## src/rtl/core/hsg_pkg.sv

```systemverilog
// Package of the heat stencil unit: word types, register codes, exp table math.
// No dependencies.
`timescale 1ns / 1ps
`default_nettype none
package hsg_pkg;

  localparam int CFG_DATA_W = 40;
  localparam int CFG_IDX_W  = 3;
  localparam int WHOLE_DEPTH = 16;

  typedef enum logic [CFG_IDX_W-1:0] {
    CFG_BEAM_X      = 3'd0,
    CFG_BEAM_Y      = 3'd1,
    CFG_BEAM_Z      = 3'd2,
    CFG_DIFF_GAIN   = 3'd3,
    CFG_SRC_AMP     = 3'd4,
    CFG_INV_RSQ_X   = 3'd5,
    CFG_INV_RSQ_Y   = 3'd6,
    CFG_INV_RSQ_Z   = 3'd7
  } cfg_idx_t;

  typedef struct packed {
    logic [31:0]        centre_temp;
    logic [31:0]        west_temp;
    logic [31:0]        east_temp;
    logic [31:0]        south_temp;
    logic [31:0]        north_temp;
    logic [31:0]        below_temp;
    logic [31:0]        above_temp;
    logic signed [31:0] cell_x;
    logic signed [31:0] cell_y;
    logic signed [31:0] cell_z;
  } in_word_t;

  typedef struct packed {
    logic [31:0] new_temp;
    logic        clipped;
  } out_word_t;

  // one axis share of the exponent, Q4.32, sat = share is 16.0 or more
  typedef struct packed {
    logic        sat;
    logic [35:0] term;
  } axis_term_t;

  // exp(-x), x in Q0.32, 21-term Taylor series, result Q1.31 (elaboration only)
  function automatic logic [63:0] exp_series_q31(input logic [63:0] x);
    logic [63:0] term;
    logic [63:0] pos;
    logic [63:0] neg;
    term = 64'd1 << 32;
    pos  = term;
    neg  = 64'd0;
    for (int n = 1; n <= 20; n++) begin
      term = ((term * x) >> 32) / 64'(n);
      if (n % 2 == 1) neg = neg + term;
      else pos = pos + term;
    end
    return ((pos - neg) + 64'd1) >> 1;
  endfunction

  // exp(-n) in Q1.31 as repeated rounded products of exp(-1)
  function automatic logic [31:0] exp_whole_q31(input int n);
    logic [63:0] h;
    logic [63:0] e1;
    logic [63:0] w;
    h  = exp_series_q31(64'd1 << 31);
    e1 = (h * h + (64'd1 << 30)) >> 31;
    w  = 64'd1 << 31;
    for (int i = 0; i < n; i++) begin
      w = (w * e1 + (64'd1 << 30)) >> 31;
    end
    return w[31:0];
  endfunction

endpackage
`default_nettype wire

```

## src/rtl/core/hsg_stencil.sv

```systemverilog
// Laplacian and diffusion scaling, delayed to line up with the source path.
// Uses hsg_pkg.
`timescale 1ns / 1ps
`default_nettype none
module hsg_stencil (
  input  wire logic               clk,
  input  wire logic               en,
  input  wire hsg_pkg::in_word_t  in_word,
  input  wire logic [31:0]        gain,
  output logic [31:0]             centre_q,
  output logic signed [35:0]      lap_q
);
  import hsg_pkg::*;

  localparam int DLY = 7;

  logic [34:0]        nsum;
  logic [34:0]        cw;
  logic signed [35:0] lap1_r;
  logic [31:0]        c1_r;
  logic [34:0]        mag;
  logic [66:0]        prod;
  logic [34:0]        scaled;
  logic signed [35:0] lap2_r;
  logic [31:0]        c2_r;
  logic signed [35:0] dly_lap_r [DLY];
  logic [31:0]        dly_c_r   [DLY];

  assign nsum = 35'(in_word.west_temp) + 35'(in_word.east_temp)
              + 35'(in_word.south_temp) + 35'(in_word.north_temp)
              + 35'(in_word.below_temp) + 35'(in_word.above_temp);
  assign cw   = {2'b00, in_word.centre_temp, 1'b0} + {1'b0, in_word.centre_temp, 2'b00};

  assign mag    = lap1_r[35] ? 35'(-lap1_r) : lap1_r[34:0];
  assign prod   = 67'(mag) * 67'(gain);
  assign scaled = prod[66:32];

  always_ff @(posedge clk) begin
    if (en) begin
      lap1_r <= $signed({1'b0, nsum}) - $signed({1'b0, cw});
      c1_r   <= in_word.centre_temp;
      lap2_r <= lap1_r[35] ? -$signed({1'b0, scaled}) : $signed({1'b0, scaled});
      c2_r   <= c1_r;
      dly_lap_r[0] <= lap2_r;
      dly_c_r[0]   <= c2_r;
      for (int i = 1; i < DLY; i++) begin
        dly_lap_r[i] <= dly_lap_r[i-1];
        dly_c_r[i]   <= dly_c_r[i-1];
      end
    end
  end

  assign lap_q    = dly_lap_r[DLY-1];
  assign centre_q = dly_c_r[DLY-1];
endmodule
`default_nettype wire

```

## config.mk

```make
export PLATFORM = sky130hd
export DESIGN_NAME = hsg_stencil
export DESIGN_NICKNAME = d
export VERILOG_FILES = /design/src/rtl/core/hsg_pkg.sv /design/src/rtl/core/hsg_stencil.sv
export SDC_FILE = /design/constraint.sdc
export NUM_CORES = 2
export LEC_CHECK = 0
export ABC_AREA = 1
export BUFFER_PORTS_ARGS = -buffer_cell sky130_fd_sc_hd__buf_2
export CAP_MARGIN = 25
export CORE_MARGIN = 10
export CORE_UTILIZATION = 30
export CTS_CLUSTER_DIAMETER = 30
export DETAILED_ROUTE_END_ITERATION = 6
export REMOVE_ABC_BUFFERS = 1
export SETUP_SLACK_MARGIN = 0.02
export SYNTH_ARGS = -nofsm -noshare
export SYNTH_HDL_FRONTEND = slang
export SYNTH_SLANG_ARGS = --single-unit
```

## constraint.sdc

```tcl
create_clock -name clk -period 28.4 [get_ports clk]
set_input_delay 5.68 -clock clk [delete_from_list [all_inputs] [get_ports clk]]
set_output_delay 5.68 -clock clk [all_outputs]
set_load 0.005 [all_outputs]
```

==> out/qor.yml <==
cells_and_area:
  nets: 8601
  drive_gt1_frac: 0.0891
  final_area_um2: 71800
  register_area_um2: 18400
  area_growth_pct: 13.0
  nFillCells: 21400
  multi_input_area_um2: 38300
global_routing:
  grt_first_pass_wirelength_um: 280000
  overflow: 0
  grt_pass1_vias: 47900
  grt_max_degree: 207
  grt_antenna_before_repair: 18
  grt_use_total: 0.157
routing:
  routed_wl_um: 179000
  drt_pass1_iterations: 6
  wl_per_cell_um: 18.6
  ant_nets: 0
  viasPerCell: 4.54
  num_vias: 43800
  drtIter0Drc: 3147
  drcViolationCount: 0
worst_setup_path:
  max_stage_delay_ns: 0.86
  crit_type: "input port to register"
  start_kind: "input port"
  crit_fanout: 21
  timing.rr.start: "lap1_r[0]"
  cp_data_arrival_time_ns: 14.94
  end_kind: "register"
  slowest_stage: "inv_1"
  reg2reg_depth: 47
  startpoint: "gain[17]"
  cp.required_ns: 28.78
logic_synthesis:
  netlist_instances: 6467
  syn_area_per_cell_um2: 9.83
  synth_ff_type: "edfxtp_1"
  synth.distinct_cells: 49
  async_flop_share: 0
  synth_edf_count: 612
  syn_area_um2: 63600
  ys_ff_latch: 612
  seq_area_frac_synth: 0.289
  yosys_warnings: 0
die:
  row_count: 168
  core_region_area_um2: 210000
  die_area_um2: 231000
  top_level_ports: 422
  dieWidth_um: 480
  start_util: 0.302
  die_h_um: 480
hold_path:
  min-delay-start: "dly_lap_r[0][12]"
  hp-class: "register to register"
  hold_depth: 0
placed_design:
  portBuffers: 325
  gp_congestion: 0.950
  dpl-instance-area_um2: 68500
  dpl.hpwl_um: 148000
sta:
  max_freq_mhz: 68.7
  setup_violations: 0
  fin_tns_setup_ns: 0
  fin_crit_sh: 0.512
  slew_viol_final: 0
  worst_pin_slew_ns: 1.09
  finalHoldViolCount: 0
  period_needed_ns: 14.55
  slew_headroom: 0.273
  rsz0062_at_grt: "false"
  finalClockSkew_ns: 0.0532
run:
  drv_cap: 0
clock_network:
  clock-sinks: 612
  cts_setup_buffers: 0
  cts_tree: "yes"
  clock_latency_ns: 0.70
  cts-htree-levels: 3
  root_buffer: "clkbuf_16"
  cts_resized: 0
  holdBufCountCts: 0
  cts_buffers: 93
  cts_buffer_depth: 3
  clk_pin_slew_ns: 0.05
run_status:
  status: "finished clean"
[metrics by stage]
step / hold slack (ns) / util / worst slack (ns) / instances
after floorplan: 0.400 / - / 15.33 / 6270
after global placement: 0.400 / 0.326 / 13.00 / 9469
after detailed placement: 0.405 / 0.326 / 13.02 / 9472
after CTS: 0.369 / 0.341 / 13.77 / 9644
after global routing: 0.378 / 0.342 / 13.36 / 9648
final: 0.375 / 0.342 / 13.85 / 9654
[registers in the layout (all words and copies together), names as in the netlist]
signal / cells
dly_c_r: 224
c2_r: 32
c1_r: 32
lap2_r: 36
dly_lap_r: 252
lap1_r: 36
[kinds of logic after synthesis]
group | Yosys count | share of synthesized area
adders and majority gates | 1481 | 0.430
buffers and inverters | 1827 | 0.108
xor gates and xnor gates | 67 | 0.00923
DFF | 612 | 0.289
AOI/OAI and AO/OA | 239 | 0.0213
and+or+nand+nor | 2241 | 0.142
[routing by layer]
layer	track usage	part of all wire	up-vias
met5	0	0.00049	-
met4	0.0533	0.038	14
met3	0.0386	0.085	332
met2	0.248	0.45	1632
met1	0.209	0.43	22100
li1	-	-	19800
[cell usage after synthesis (all sizes together) (6+ instances only)]
cell type / count / share of area
nand3b: 13 / 0.0015
ha: 307 / 0.060
clkinv: 18 / 0.0011
nand4: 27 / 0.0027
nor4: 12 / 0.0012
or2: 18 / 0.0018
fa: 1174 / 0.37
xnor2: 22 / 0.0030
nand3: 139 / 0.011
o21bai: 18 / 0.0021
a21boi: 7 / 0.00083
buf: 27 / 0.0022
clkbuf: 170 / 0.010
nor2: 845 / 0.051
a21oi: 106 / 0.0083
inv: 1612 / 0.095
nand2: 1156 / 0.069
nor3: 26 / 0.0027
edfxtp: 612 / 0.29
o21a: 11 / 0.0013
a21o: 6 / 0.00071
o21ai: 75 / 0.0060
xor2: 45 / 0.0062
[final timing paths]
check | to | slack, ns
min reg2reg | dly_lap_r[1][12] | 0.38
min | dly_lap_r[1][12] | 0.38
max reg2reg | lap2_r[24] | 16.27
max | lap2_r[24] | 13.85
[critical path, delay by kind of cell]
kind / cells / cell delay [ns]
xor+xnor: 2 / 0.65
fa+ha+maj: 10 / 4.71
buf+inv: 10 / 1.64
compound gates: 1 / 0.28
simple gates: 12 / 1.87
[cells in the final DEF, fill, tap and decap left out, types with 6 or more instances in the layout]
| cell type | netlist | routed |
|---|---|---|
| o21a_1 | 11 | 11 |
| or2_2 | 17 | 17 |
| clkinv_1 | 18 | 29 |
| a21oi_1 | 106 | 106 |
| ha_1 | 307 | 307 |
| o21ai_0 | 70 | 70 |
| fa_1 | 1174 | 1174 |
| nor3_1 | 22 | 22 |
| o21bai_1 | 18 | 18 |
| bufinv_16 | 0 | 8 |
| nor2_4 | 12 | 12 |
| inv_2 | 7 | 7 |
| xor2_1 | 45 | 45 |
| clkbuf_16 | 0 | 94 |
| clkinv_4 | 0 | 11 |
| clkinvlp_4 | 0 | 6 |
| buf_2 | 14 | 324 |
| nand2_2 | 6 | 8 |
| buf_4 | 2 | 68 |
| nand3b_1 | 13 | 13 |
| nand2_1 | 1149 | 1147 |
| a21o_1 | 6 | 6 |
| a21boi_0 | 7 | 7 |
| inv_6 | 0 | 17 |
| inv_1 | 1605 | 1605 |
| diode_2 | 0 | 6 |
| clkbuf_1 | 170 | 11 |
| nand4_1 | 27 | 27 |
| nor2_1 | 832 | 832 |
| nor4_1 | 12 | 12 |
| edfxtp_1 | 612 | 612 |
| nand3_1 | 134 | 134 |
| xnor2_1 | 22 | 22 |
[cell type report]
type / count / area share
Multi-Input combinational cell: 4028 / 0.533
Sequential cell: 612 / 0.256
Inverter: 1630 / 0.0852
Tap cell: 2805 / 0.0489
Clock buffer: 105 / 0.0333
Timing Repair Buffer: 401 / 0.0324
Clock inverter: 67 / 0.0111
Antenna cell: 6 / 0.000209
Power is not shown: default switching activity piles up to over one toggle a cycle in this logic, so the estimate is an artifact.
